[src/rtl/assert_macros.svh]
// ----------------------------------------------------------------------------
// assert_macros.svh
// clocked assertion helpers, expect clk and rst_n in scope
// ----------------------------------------------------------------------------
`ifndef ASSERT_MACROS_SVH
`define ASSERT_MACROS_SVH

// property holds at every clock edge out of reset
`define ASSERT_CLK(lbl, prop, msg) \
    lbl: assert property (@(posedge clk) disable iff (!rst_n) prop) else $error(msg);

// expression is never true out of reset
`define ASSERT_NEVER(lbl, expr, msg) \
    lbl: assert property (@(posedge clk) disable iff (!rst_n) !(expr)) else $error(msg);

`endif

[src/rtl/ipt_pkg.sv]
// ----------------------------------------------------------------------------
// ipt_pkg
// shared types and constants of the interlaced push transition
// ----------------------------------------------------------------------------
package ipt_pkg;

    localparam int MAX_WIDTH = 4096;
    localparam int PROG_W    = 13;
    localparam int COL_W     = 12;
    localparam int ROW_W     = 12;
    localparam int TICK_W    = 32;
    localparam int PROD_W    = PROG_W + TICK_W;
    localparam int QUOT_W    = PROG_W;
    localparam int CNT_W     = $clog2(QUOT_W);
    localparam int CFG_IDX_W = 1;
    localparam int CFG_DAT_W = 32;

    localparam logic [TICK_W-1:0] DURATION_RST = TICK_W'(1000);
    localparam logic [PROG_W-1:0] WIDTH_RST    = PROG_W'(640);

    typedef enum logic [CFG_IDX_W-1:0] {
        REG_DURATION    = 1'b0,
        REG_IMAGE_WIDTH = 1'b1
    } cfg_reg_t;

    typedef enum logic {
        REQ_FRAME_TICK  = 1'b0,
        REQ_PIXEL_QUERY = 1'b1
    } req_kind_t;

    // result payload
    typedef struct packed {
        logic              use_second;
        logic [COL_W-1:0]  source_column;
        logic [PROG_W-1:0] progress;
        logic              finished;
    } map_res_t;

    // divider launch and operands
    typedef struct packed {
        logic              start;
        logic [PROG_W-1:0] width;
        logic [TICK_W-1:0] elapsed;
        logic [TICK_W-1:0] duration;
    } div_req_t;

    typedef struct packed {
        logic              done;
        logic [QUOT_W-1:0] quotient;
    } div_rsp_t;

endpackage

[src/rtl/ipt_stream_if.sv]
// ----------------------------------------------------------------------------
// ipt_req_if / ipt_rsp_if
// valid/ready channels for request items and result items
// ----------------------------------------------------------------------------
interface ipt_req_if;
    import ipt_pkg::*;

    logic              valid;
    logic              ready;
    logic              req_type;
    logic [TICK_W-1:0] tick;
    logic [ROW_W-1:0]  row;
    logic [COL_W-1:0]  column;

    modport source (output valid, req_type, tick, row, column, input ready);
    modport sink   (input valid, req_type, tick, row, column, output ready);
endinterface

interface ipt_rsp_if;
    import ipt_pkg::*;

    logic              valid;
    logic              ready;
    logic              use_second;
    logic [COL_W-1:0]  source_column;
    logic [PROG_W-1:0] progress;
    logic              finished;

    modport source (output valid, use_second, source_column, progress, finished,
                    input ready);
    modport sink   (input valid, use_second, source_column, progress, finished,
                    output ready);
endinterface

[src/rtl/interlaced_push_transition.sv]
// ----------------------------------------------------------------------------
// interlaced_push_transition
// push transition mapper: even lines slide in from the left, odd from the right
// ----------------------------------------------------------------------------
// A pixel query is answered in the cycle after its transfer, and a new query
// is taken every cycle while the result side keeps up; the answer sits in an
// output register, and while a result waits there the request side is held
// off until it leaves. A frame tick first forms the elapsed time, then
// compares it with the duration and, while the transition is still running,
// loads width times elapsed time into the divider, runs 13 restoring divide
// steps and registers the result; once elapsed time reaches the duration the
// compare registers the result directly, without a divide. No request is
// taken while a tick is in flight. The divider's single 33-bit subtractor
// sets the tick latency. Elapsed time is tick minus the first tick seen after
// reset, modulo 2^32; progress is width*elapsed/duration, saturated at the
// width. Registers (duration at index 0, image width at index 1) are to be
// written through cfg_we/cfg_index/cfg_data only while no item is in flight;
// the block does not enforce this. There is no clearing pass after reset.
// ----------------------------------------------------------------------------
module interlaced_push_transition
(
    input  logic                          clk,
    input  logic                          rst_n,
    input  logic                          cfg_we,
    input  logic [ipt_pkg::CFG_IDX_W-1:0] cfg_index,
    input  logic [ipt_pkg::CFG_DAT_W-1:0] cfg_data,
    ipt_req_if.sink                       req_ch,
    ipt_rsp_if.source                     rsp_ch
);
    import ipt_pkg::*;

    `include "assert_macros.svh"

    // sequencer states
    typedef enum logic [2:0] {
        ST_IDLE = 3'b001,
        ST_CMP  = 3'b010,
        ST_DIV  = 3'b100
    } state_t;

    state_t            state_reg;
    state_t            state_next;

    // configuration registers
    logic [TICK_W-1:0] duration_reg;
    logic [PROG_W-1:0] width_reg;

    // transition state
    logic              first_reg;
    logic              first_next;
    logic [TICK_W-1:0] start_reg;
    logic [TICK_W-1:0] start_next;
    logic [PROG_W-1:0] slide_reg;
    logic [PROG_W-1:0] slide_next;
    logic [TICK_W-1:0] elapsed_reg;
    logic [TICK_W-1:0] elapsed_next;

    // output register
    logic              out_valid_reg;
    logic              out_valid_next;
    map_res_t          out_reg;
    map_res_t          out_next;

    logic [PROG_W-1:0] eff_w;
    logic              req_xfer;
    logic              rsp_xfer;
    logic              out_free;
    logic              elapsed_done;
    logic [PROG_W-1:0] map_slide;
    logic [PROG_W-1:0] tick_slide;
    map_res_t          map_res;
    div_req_t          div_req;
    div_rsp_t          div_rsp;

    // width saturates at the largest supported image
    assign eff_w = (width_reg > PROG_W'(MAX_WIDTH)) ? PROG_W'(MAX_WIDTH) : width_reg;

    assign out_free     = !out_valid_reg || rsp_ch.ready;
    assign req_ch.ready = (state_reg == ST_IDLE) && out_free;
    assign req_xfer     = req_ch.valid && req_ch.ready;
    assign rsp_xfer     = out_valid_reg && rsp_ch.ready;

    assign elapsed_done = (elapsed_reg >= duration_reg);

    // slide amount a tick ends with, saturated or from the divider
    assign tick_slide = elapsed_done ? eff_w : div_rsp.quotient;

    // map uses the stored slide for queries and the fresh one for ticks
    assign map_slide = (state_reg == ST_IDLE) ? slide_reg : tick_slide;

    ipt_map u_map
    (
        .odd_row   (req_ch.row[0]),
        .column    (req_ch.column),
        .eff_width (eff_w),
        .slide     (map_slide),
        .res       (map_res)
    );

    // launch the divide only when the transition is still running
    assign div_req.start    = (state_reg == ST_CMP) && !elapsed_done;
    assign div_req.width    = eff_w;
    assign div_req.elapsed  = elapsed_reg;
    assign div_req.duration = duration_reg;

    ipt_div u_div
    (
        .clk   (clk),
        .rst_n (rst_n),
        .req   (div_req),
        .rsp   (div_rsp)
    );

    // sequencer
    always_comb
    begin
        state_next     = state_reg;
        first_next     = first_reg;
        start_next     = start_reg;
        slide_next     = slide_reg;
        elapsed_next   = elapsed_reg;
        out_valid_next = out_valid_reg && !rsp_xfer;
        out_next       = out_reg;
        case (state_reg)
            ST_IDLE:
            begin
                if (req_xfer)
                begin
                    if (req_ch.req_type == REQ_PIXEL_QUERY)
                    begin
                        out_next       = map_res;
                        out_valid_next = 1'b1;
                    end
                    else
                    begin
                        // first tick sets the time origin
                        if (first_reg)
                        begin
                            first_next   = 1'b0;
                            start_next   = req_ch.tick;
                            elapsed_next = '0;
                        end
                        else
                        begin
                            elapsed_next = req_ch.tick - start_reg;
                        end
                        state_next = ST_CMP;
                    end
                end
            end
            ST_CMP:
            begin
                if (elapsed_done)
                begin
                    slide_next               = tick_slide;
                    out_next                 = map_res;
                    out_next.use_second      = 1'b0;
                    out_next.source_column   = '0;
                    out_valid_next           = 1'b1;
                    state_next               = ST_IDLE;
                end
                else
                begin
                    state_next = ST_DIV;
                end
            end
            ST_DIV:
            begin
                if (div_rsp.done)
                begin
                    slide_next               = tick_slide;
                    out_next                 = map_res;
                    out_next.use_second      = 1'b0;
                    out_next.source_column   = '0;
                    out_valid_next           = 1'b1;
                    state_next               = ST_IDLE;
                end
            end
            default:
            begin
                state_next = ST_IDLE;
            end
        endcase
    end

    always_ff @(posedge clk or negedge rst_n)
    begin
        if (!rst_n)
        begin
            state_reg     <= ST_IDLE;
            duration_reg  <= DURATION_RST;
            width_reg     <= WIDTH_RST;
            first_reg     <= 1'b1;
            start_reg     <= '0;
            slide_reg     <= '0;
            out_valid_reg <= 1'b0;
        end
        else
        begin
            state_reg     <= state_next;
            first_reg     <= first_next;
            start_reg     <= start_next;
            slide_reg     <= slide_next;
            out_valid_reg <= out_valid_next;
            if (cfg_we)
            begin
                case (cfg_index)
                    REG_DURATION:    duration_reg <= cfg_data[TICK_W-1:0];
                    REG_IMAGE_WIDTH: width_reg    <= cfg_data[PROG_W-1:0];
                    default:         ;
                endcase
            end
        end
    end

    // payload registers
    always_ff @(posedge clk)
    begin
        elapsed_reg <= elapsed_next;
        out_reg     <= out_next;
    end

    assign rsp_ch.valid         = out_valid_reg;
    assign rsp_ch.use_second    = out_reg.use_second;
    assign rsp_ch.source_column = out_reg.source_column;
    assign rsp_ch.progress      = out_reg.progress;
    assign rsp_ch.finished      = out_reg.finished;

    // slide amount never passes the largest image width
    `ASSERT_CLK(a_slide_bounded, slide_reg <= PROG_W'(MAX_WIDTH), "slide amount above max width")

    // the divider only reports while the sequencer waits for it
    `ASSERT_CLK(a_div_done_in_div, div_rsp.done |-> (state_reg == ST_DIV), "divide done outside wait")

    // a running transition always ends below the full width
    `ASSERT_CLK(a_quot_below_width, div_rsp.done |-> ((div_rsp.quotient < eff_w) || (eff_w == '0)), "quotient reached width")

    // a tick result lands only when the output register is empty
    `ASSERT_NEVER(a_no_overwrite, (state_reg != ST_IDLE) && (state_next == ST_IDLE) && out_valid_reg && !rsp_ch.ready, "result overwritten")

endmodule

[src/rtl/ipt_div.sv]
// ----------------------------------------------------------------------------
// ipt_div
// width * elapsed / duration, one multiply then one quotient bit per cycle
// ----------------------------------------------------------------------------
module ipt_div
(
    input  logic              clk,
    input  logic              rst_n,
    input  ipt_pkg::div_req_t req,
    output ipt_pkg::div_rsp_t rsp
);
    import ipt_pkg::*;

    logic [TICK_W-1:0] rem_reg;
    logic [TICK_W-1:0] rem_next;
    logic [QUOT_W-1:0] low_reg;
    logic [QUOT_W-1:0] low_next;
    logic [QUOT_W-1:0] quot_reg;
    logic [QUOT_W-1:0] quot_next;
    logic [TICK_W-1:0] dur_reg;
    logic [TICK_W-1:0] dur_next;
    logic [CNT_W-1:0]  cnt_reg;
    logic [CNT_W-1:0]  cnt_next;
    logic              busy_reg;
    logic              busy_next;
    logic              done_reg;
    logic              done_next;

    logic [PROD_W-1:0] prod;
    logic [TICK_W:0]   trial;
    logic [TICK_W:0]   diff;

    // quotient stays below width, so the top bits already sit below duration
    assign prod  = PROD_W'(req.width) * PROD_W'(req.elapsed);
    assign trial = {rem_reg, low_reg[QUOT_W-1]};
    assign diff  = trial - {1'b0, dur_reg};

    always_comb
    begin
        rem_next  = rem_reg;
        low_next  = low_reg;
        quot_next = quot_reg;
        dur_next  = dur_reg;
        cnt_next  = cnt_reg;
        busy_next = busy_reg;
        done_next = 1'b0;
        if (req.start)
        begin
            rem_next  = prod[PROD_W-1:QUOT_W];
            low_next  = prod[QUOT_W-1:0];
            quot_next = '0;
            dur_next  = req.duration;
            cnt_next  = '0;
            busy_next = 1'b1;
        end
        else if (busy_reg)
        begin
            if (!diff[TICK_W])
            begin
                rem_next  = diff[TICK_W-1:0];
                quot_next = {quot_reg[QUOT_W-2:0], 1'b1};
            end
            else
            begin
                rem_next  = trial[TICK_W-1:0];
                quot_next = {quot_reg[QUOT_W-2:0], 1'b0};
            end
            low_next = {low_reg[QUOT_W-2:0], 1'b0};
            cnt_next = cnt_reg + CNT_W'(1);
            if (cnt_reg == CNT_W'(QUOT_W - 1))
            begin
                busy_next = 1'b0;
                done_next = 1'b1;
            end
        end
    end

    always_ff @(posedge clk or negedge rst_n)
    begin
        if (!rst_n)
        begin
            cnt_reg  <= '0;
            busy_reg <= 1'b0;
            done_reg <= 1'b0;
        end
        else
        begin
            cnt_reg  <= cnt_next;
            busy_reg <= busy_next;
            done_reg <= done_next;
        end
    end

    always_ff @(posedge clk)
    begin
        rem_reg  <= rem_next;
        low_reg  <= low_next;
        quot_reg <= quot_next;
        dur_reg  <= dur_next;
    end

    assign rsp.done     = done_reg;
    assign rsp.quotient = quot_reg;

endmodule

[src/rtl/ipt_map.sv]
// ----------------------------------------------------------------------------
// ipt_map
// source image and column for one pixel at a given slide amount
// ----------------------------------------------------------------------------
module ipt_map
(
    input  logic                       odd_row,
    input  logic [ipt_pkg::COL_W-1:0]  column,
    input  logic [ipt_pkg::PROG_W-1:0] eff_width,
    input  logic [ipt_pkg::PROG_W-1:0] slide,
    output ipt_pkg::map_res_t          res
);
    import ipt_pkg::*;

    logic [PROG_W-1:0] p;
    logic [PROG_W-1:0] w_minus_p;
    logic [PROG_W-1:0] col_ext;
    logic [PROG_W-1:0] scol;
    logic              use2;

    // stored slide may exceed a width written later
    assign p         = (slide > eff_width) ? eff_width : slide;
    assign w_minus_p = eff_width - p;
    assign col_ext   = PROG_W'(column);

    always_comb
    begin
        if (!odd_row)
        begin
            // new image enters from the left
            if (col_ext < p)
            begin
                use2 = 1'b1;
                scol = col_ext + w_minus_p;
            end
            else
            begin
                use2 = 1'b0;
                scol = col_ext - p;
            end
        end
        else
        begin
            // new image enters from the right
            if (col_ext < w_minus_p)
            begin
                use2 = 1'b0;
                scol = col_ext + p;
            end
            else
            begin
                use2 = 1'b1;
                scol = col_ext - w_minus_p;
            end
        end
    end

    assign res.use_second    = use2;
    assign res.source_column = scol[COL_W-1:0];
    assign res.progress      = p;
    assign res.finished      = (p == eff_width);

endmodule

[src/flat_wrapper.sv]
// flat-port wrapper written by rule: the top's interface ports become plain ports
module interlaced_push_transition_flat import ipt_pkg::*;
  (clk, rst_n, cfg_we, cfg_index, cfg_data, req_ch_valid, req_ch_req_type, req_ch_tick, req_ch_row, req_ch_column, req_ch_ready, rsp_ch_valid, rsp_ch_use_second, rsp_ch_source_column, rsp_ch_progress, rsp_ch_finished, rsp_ch_ready);
  ipt_req_if req_ch_i ();
  ipt_rsp_if rsp_ch_i ();
  input  logic clk;
  input  logic rst_n;
  input  logic cfg_we;
  input  logic [ipt_pkg::CFG_IDX_W-1:0] cfg_index;
  input  logic [ipt_pkg::CFG_DAT_W-1:0] cfg_data;
  input wire logic [$bits(req_ch_i.valid)-1:0] req_ch_valid;
  input wire logic [$bits(req_ch_i.req_type)-1:0] req_ch_req_type;
  input wire logic [$bits(req_ch_i.tick)-1:0] req_ch_tick;
  input wire logic [$bits(req_ch_i.row)-1:0] req_ch_row;
  input wire logic [$bits(req_ch_i.column)-1:0] req_ch_column;
  output wire logic [$bits(req_ch_i.ready)-1:0] req_ch_ready;
  output wire logic [$bits(rsp_ch_i.valid)-1:0] rsp_ch_valid;
  output wire logic [$bits(rsp_ch_i.use_second)-1:0] rsp_ch_use_second;
  output wire logic [$bits(rsp_ch_i.source_column)-1:0] rsp_ch_source_column;
  output wire logic [$bits(rsp_ch_i.progress)-1:0] rsp_ch_progress;
  output wire logic [$bits(rsp_ch_i.finished)-1:0] rsp_ch_finished;
  input wire logic [$bits(rsp_ch_i.ready)-1:0] rsp_ch_ready;
  assign req_ch_i.valid = req_ch_valid;
  assign req_ch_i.req_type = req_ch_req_type;
  assign req_ch_i.tick = req_ch_tick;
  assign req_ch_i.row = req_ch_row;
  assign req_ch_i.column = req_ch_column;
  assign req_ch_ready = req_ch_i.ready;
  assign rsp_ch_valid = rsp_ch_i.valid;
  assign rsp_ch_use_second = rsp_ch_i.use_second;
  assign rsp_ch_source_column = rsp_ch_i.source_column;
  assign rsp_ch_progress = rsp_ch_i.progress;
  assign rsp_ch_finished = rsp_ch_i.finished;
  assign rsp_ch_i.ready = rsp_ch_ready;
  interlaced_push_transition u_core (.clk(clk), .rst_n(rst_n), .cfg_we(cfg_we), .cfg_index(cfg_index), .cfg_data(cfg_data), .req_ch(req_ch_i), .rsp_ch(rsp_ch_i));
endmodule
[config.mk]
export PLATFORM = sky130hd
export DESIGN_NAME = interlaced_push_transition_flat
export DESIGN_NICKNAME = d
export VERILOG_FILES = /design/src/rtl/ipt_pkg.sv /design/src/rtl/ipt_stream_if.sv /design/src/rtl/interlaced_push_transition.sv /design/src/rtl/ipt_div.sv /design/src/rtl/ipt_map.sv /design/src/flat_wrapper.sv
export VERILOG_INCLUDE_DIRS = /design/src /design/src/rtl
export SDC_FILE = /design/constraint.sdc
export NUM_CORES = 2
export LEC_CHECK = 0
export BUFFER_PORTS_ARGS = -buffer_cell sky130_fd_sc_hd__buf_2
export CAP_MARGIN = 30
export CORE_MARGIN = 1.5
export CORE_UTILIZATION = 55
export CTS_CLUSTER_SIZE = 12
export DETAILED_ROUTE_END_ITERATION = 10
export GPL_ROUTABILITY_DRIVEN = 0
export PLACE_DENSITY_LB_ADDON = 0.2
export SLEW_MARGIN = 20
export SYNTH_ARGS = -nofsm -noshare
export SYNTH_HDL_FRONTEND = slang
export SYNTH_SLANG_ARGS = --single-unit
[constraint.sdc]
create_clock -name clk -period 15.2 [get_ports clk]
set_clock_uncertainty 0.2 [all_clocks]
set_input_delay 2.28 -clock clk [delete_from_list [all_inputs] [get_ports clk]]
set_output_delay 2.28 -clock clk [all_outputs]
set_load 0.02 [all_outputs]
======== Word level (Yosys, flattened, before mapping) ========
Index checks and enable logic that the tools add are counted.
word-level totals
  memories kept ........................... 0
  word-level logic and storage cells ...... 106
  bits in latches ......................... 0
  memory bits (read-only) ................. 0
  memory bits (writable) .................. 0
  register bits after elaboration ......... 250
  bits of input ports ..................... 95
operators by class
  equal/unequal tests ..................... 10
  bitwise operators ....................... 2
  multipliers ............................. 1
  add/subtract/negate cells ............... 8
  shifts and indexed selects .............. 0
  muxes and demuxes ....................... 42
  divide/modulo/power cells ............... 0
  magnitude comparators ................... 5
  reduce and logical (&&, ||, !) cells .... 19
operators with widths
  cell                                                   number
  two-way mux 27 bit                                     4
  two-way mux 13 bit                                     8
  two-way mux 32 bit                                     3
  one-hot mux 27 bit (3 select lines)                    1
  multiplier 13 x 32 -> 45 bit                           1
  two-way mux 12 bit                                     3
  subtractor 33 x 32 -> 33 bit                           1
  >= comparator 32 bit                                   1
  subtractor 32 bit                                      1
  less-than comparator 12 x 13 -> 1 bit                  2
  one-hot mux 13 bit (2 select lines)                    1
  adder 12 bit                                           2
  subtractor 12 bit                                      2
  two-way mux 1 bit                                      14
  equality test 13 bit                                   1
  greater-than comparator 13 bit                         1
  greater-than comparator 13 bit, second input constant  1
  subtractor 13 bit                                      1
  two-way mux 3 bit                                      4
  one-hot mux 3 bit (3 select lines)                     1
  AND reduction 3 bit                                    3
  two-way mux 4 bit                                      2
  != test 2 bit, second input constant                   3
  logical AND 1 bit                                      5
  15 further kinds                                       21

======== Longest topological paths before layout ========
  word-level depth ........................ 13
  mapped depth ............................ 54
  mapped depth without buffers ............ 50

======== Modules after synthesis ========
From an unflattened synthesis, not the netlist that was laid out.
unflattened totals
  cells, all modules ...................... 3373
  area, all modules ....................... 30668.2 um2
modules (own cells, without submodules)
  module                      area each (um2)  times used  cells each  seq. area each (um2)
  ipt_div                     18977.0          1           2133        2722.6
  interlaced_push_transition  8672.1           1           823         4161.5
  ipt_map                     3019.1           1           417         0.0

======== Least setup slack after synthesis ========
Ideal clock, no wire load.
  path type ............................... reg2reg
  start point ............................. register u_core.elapsed_reg[0]
  end point ............................... register u_core.out_reg (netlist bit u_core.rsp_ch.source_column[11]), data pin
  setup slack ............................. 4371 ps
  cell stages (with the launch flop) ...... 52
  data required time ...................... 14734 ps
  arrival time ............................ 10363 ps
  library setup time ...................... 266 ps
  path through ............................ edfxtp_1 inv_1 clkbuf_1 ha_1 nand2b_4 a2111oi_4 nor4_1 o31a_1 buf_4 nor2_1 clkbuf_1 mux2i_1 a21oi_1 ha_1 a211oi_1 o21ai_1 a221oi_2 a21oi_1 [16 not listed] maj3_2 maj3_2 a211oi_4 mux2_2 a21oi_1 ha_1 nor2b_1 o21ai_0 a21oi_1 o21ai_0 a21oi_1 o21ai_0 a21oi_1 o21ai_0 a21oi_1 xor2_1 xnor2_1 nor2_1
RTL lines
  element                   RTL line                           RTL
  start: declaration        interlaced_push_transition.sv:55   logic [TICK_W-1:0] elapsed_reg;
  start signal: assignment  interlaced_push_transition.sv:219  elapsed_reg <= elapsed_next;
  end signal: assignment    interlaced_push_transition.sv:220  out_reg <= out_next;
  end: declaration          interlaced_push_transition.sv:61   map_res_t out_reg;

======== Final worst setup path ========
  start point ............................. register u_core.elapsed_reg[0]
  end point ............................... register u_core.out_reg (netlist bit u_core.rsp_ch.source_column[11]), data pin
on the way
  cells in the longest elaborated chain, start to end .. 12
  elaborated cells on any way between the ends .. 18
  classes of those cells .................. add/sub: 5; order compare: 4; mux: 9
RTL lines
  element                                       RTL line                           RTL
  >= comparator 32 bit (*)                      interlaced_push_transition.sv:83   assign elapsed_done = (elapsed_reg >= duration_reg);
  two-way mux 13 bit (*)                        interlaced_push_transition.sv:86   assign tick_slide = elapsed_done ? eff_w : div_rsp.quotient;
  two-way mux 13 bit (*)                        interlaced_push_transition.sv:89   assign map_slide = (state_reg == ST_IDLE) ? slide_reg : tick_slide;
  greater-than comparator 13 bit                ipt_map.sv:22                      assign p = (slide > eff_width) ? eff_width : slide;
  two-way mux 13 bit (*)                        ipt_map.sv:22
  subtractor 13 bit                             ipt_map.sv:23                      assign w_minus_p = eff_width - p;
  adder 12 bit, or another cell as far along    ipt_map.sv:34                      scol = col_ext + w_minus_p;
  two-way mux 12 bit, on equally long branches  ipt_map.sv:31, ipt_map.sv:45
  two-way mux 12 bit (*)                        ipt_map.sv:28                      if (!odd_row)
  two-way mux 27 bit (*)                        interlaced_push_transition.sv:129  if (req_ch.req_type == REQ_PIXEL_QUERY)
  two-way mux 27 bit (*)                        interlaced_push_transition.sv:127  if (req_xfer)
  one-hot mux 27 bit (3 select lines) (*)       interlaced_push_transition.sv:124  case (state_reg)
Mark *: on every way between the ends. The rest lies on a longest branch, timed or not. The select of a mux whose other input is x is not followed.
A chain may end at the register's enable or synchronous reset.

==> results.tsv <==
metric	value	unit
status	finished clean	
hold_path_depth	0	
synthCells	3136	
clk_latency	0.60	ns
grt_usage	27.63	%
root_buffer	clkbuf_16	
fill_cells	4375	
portBuffers	112	
area_delta_synth_final	7.586	%
syn_nets	3810	
min_period	13.25	ns
worst_setup_path_end_kind	register	
synth.area.top_cells	fa_1 (23%), edfxtp_1 (14%), ha_1 (11%)	
synthesis.area	28700	µm²
grt_pass1_wl	118200	µm
setup_viol	0	
start_kind	register	
dp_hpwl	54970	µm
antenna_found_initial	0	
die_w	231.4	µm
crit_fanout	19	
syn_avg_cell_area	9.151	µm²
reg2reg_depth	46	
ios	124	
critPathSlowestCell	a21oi_1	
row_count	83	
post_cts_buffers	0	
hold_ws	0.2480	ns
grt_pass1_vias	23360	
final_hold_viol_count	0	
die_y	231.4	µm
drc	0	
cp.required	15.33	ns
synth_ff_type	edfxtp_1	
relSlewSlack	30.94	%
overflow	0	
wirelength	71930	µm
cts.htree.levels	1	
synth.distinct_cells	84	
routed_via_density	5.776	
cts_sinks	250	
numCtsBuffers	30	
crit_arrival	13.37	ns
synthArstFlopShare	40.40	%
maxCapViolations	0	
yosys_register_bits	250	
die_area	53560	µm²
hold_buffers	0	
dr.pass1.iters	5	
synth_top_cell_by_area	fa_1	
initial_core_util	55.83	%
cts_resized	0	
cts_tree	done	
yosys_warnings	0	
fin_setup_tns	0	ns
drive_gt1_share	8.997	%
avgRoutedWirePerCell	18.53	µm
synth_top_area_share	23.30	%
vias	22420	
clk_pin_slew	0.06	ns
slew_viol_final	0	
fin_ws	1.954	ns
worst_path_largest_cell_delay	0.85	ns
tightest_slew	1.036	ns
core_area	51410	µm²
hp-class	register to register	
finalNetCount	3851	
seq_area_frac_synth	23.99	%
max_freq	0.07549	GHz
critPathKind	register to register	
place_ws	2.110	ns
grt_max_degree	71	
rsz0062_at_grt	no	
layout_commonest_cell	nand2_1	
cts_buffer_depth	3	
fin_crit_sh	87.15	%
insertedDiodeCount	0	
drtIter0Drc	1581	
crit_top_cell	a21oi_1	
ant_nets	0	
final_cell_mix	nand2_1 (498), inv_1 (454), fa_1 (334), ha_1 (245), nor2_1 (185)	
synth_edf_count	136	
[worst paths after layout]
check,start,end,slack [ns]
setup / recovery,u_core.elapsed_reg[0],u_core.rsp_ch.source_column[11],1.95
setup reg to reg,u_core.elapsed_reg[0],u_core.rsp_ch.source_column[11],1.95
hold reg to reg,u_core.duration_reg[29],u_core.u_div.dur_reg[29],0.25
min in group asynchronous,rst_n,u_core.start_reg[6],1.52
max in group asynchronous,rst_n,u_core.duration_reg[14],12.01
hold / removal,u_core.duration_reg[29],u_core.u_div.dur_reg[29],0.25
[kinds of logic after synthesis]
kind of cell             count (synthesis)  share of synthesized area, %
flip-flops                             250                         23.99
buffers and inverters                  592                         7.861
XOR/XNOR                               124                         3.784
AND/OR/NAND/NOR                        973                         15.29
AO/OA/AOI/OAI                          528                         11.74
multiplexers                            88                         3.279
adder cells (fa/ha/maj)                581                         34.06
[layer usage]
layer,vias up,global-route usage [%],wire length (µm)
li1,10360,-,-
met1,11060,38.27,31150
met2,857,44.38,32810
met3,137,4.085,5633
met4,0,9.620,2329
met5,-,0,0
[cell type report]
cell class                      instances  area (µm²)  area share (%)
Multi-Input combinational cell       2294       19590           63.44
Sequential cell                       250        6884           22.30
Inverter                              456        1713           5.548
Tap cell                              680       850.8           2.756
Timing Repair Buffer                  145       829.5           2.687
Clock buffer                           36       793.3           2.569
Clock inverter                         20       216.5          0.7011
[worst max-delay path: cells and delay by family, from the launching register on]
kind                     cells  cell delay (ns)
AO/OA/AOI/OAI               21             5.47
XOR/XNOR                     2             0.32
adder cells (fa/ha/maj)      7             2.18
buffers and inverters        3             0.90
flip-flops                   1             0.52
multiplexers                 2             0.65
AND/OR/NAND/NOR             11             2.68
[per-stage QoR]
stage	area, µm²	util [%]	cells
global route	30870	60.06	3881
finish	30870	60.06	3881
floorplan	28700	-	3136
global placement	29800	57.98	3820
CTS	30860	60.04	3880
detailed placement	29850	58.07	3824
[synth_stat cells (all sizes together) (4+ instances only)]
master   count
nand2      499
inv        454
fa         334
ha         245
nor2       185
a21oi      167
edfxtp     136
o21ai      125
clkbuf     119
dfrtp       91
and2        76
xnor2       73
a21o        57
xor2        51
mux2        48
mux2i       40
a211oi      38
nor3        37
nand3       29
nand2b      26
nor2b       25
o21a        21
o211ai      19
nor4        18
and3        17
buf         17
a31oi       14
nand4       14
or3         14
dfxtp       13
o21bai      12
a21boi      10
dfstp       10
a211o        8
nor3b        8
or2          8
a221oi       6
o31a         6
o31ai        6
a2111oi      5
and4         5
a22o         4
a41oi        4
nor4b        4
Power is left out: the tool's default activity adds up to more than one toggle a clock period on the data nets, which glitch-free logic cannot reach.
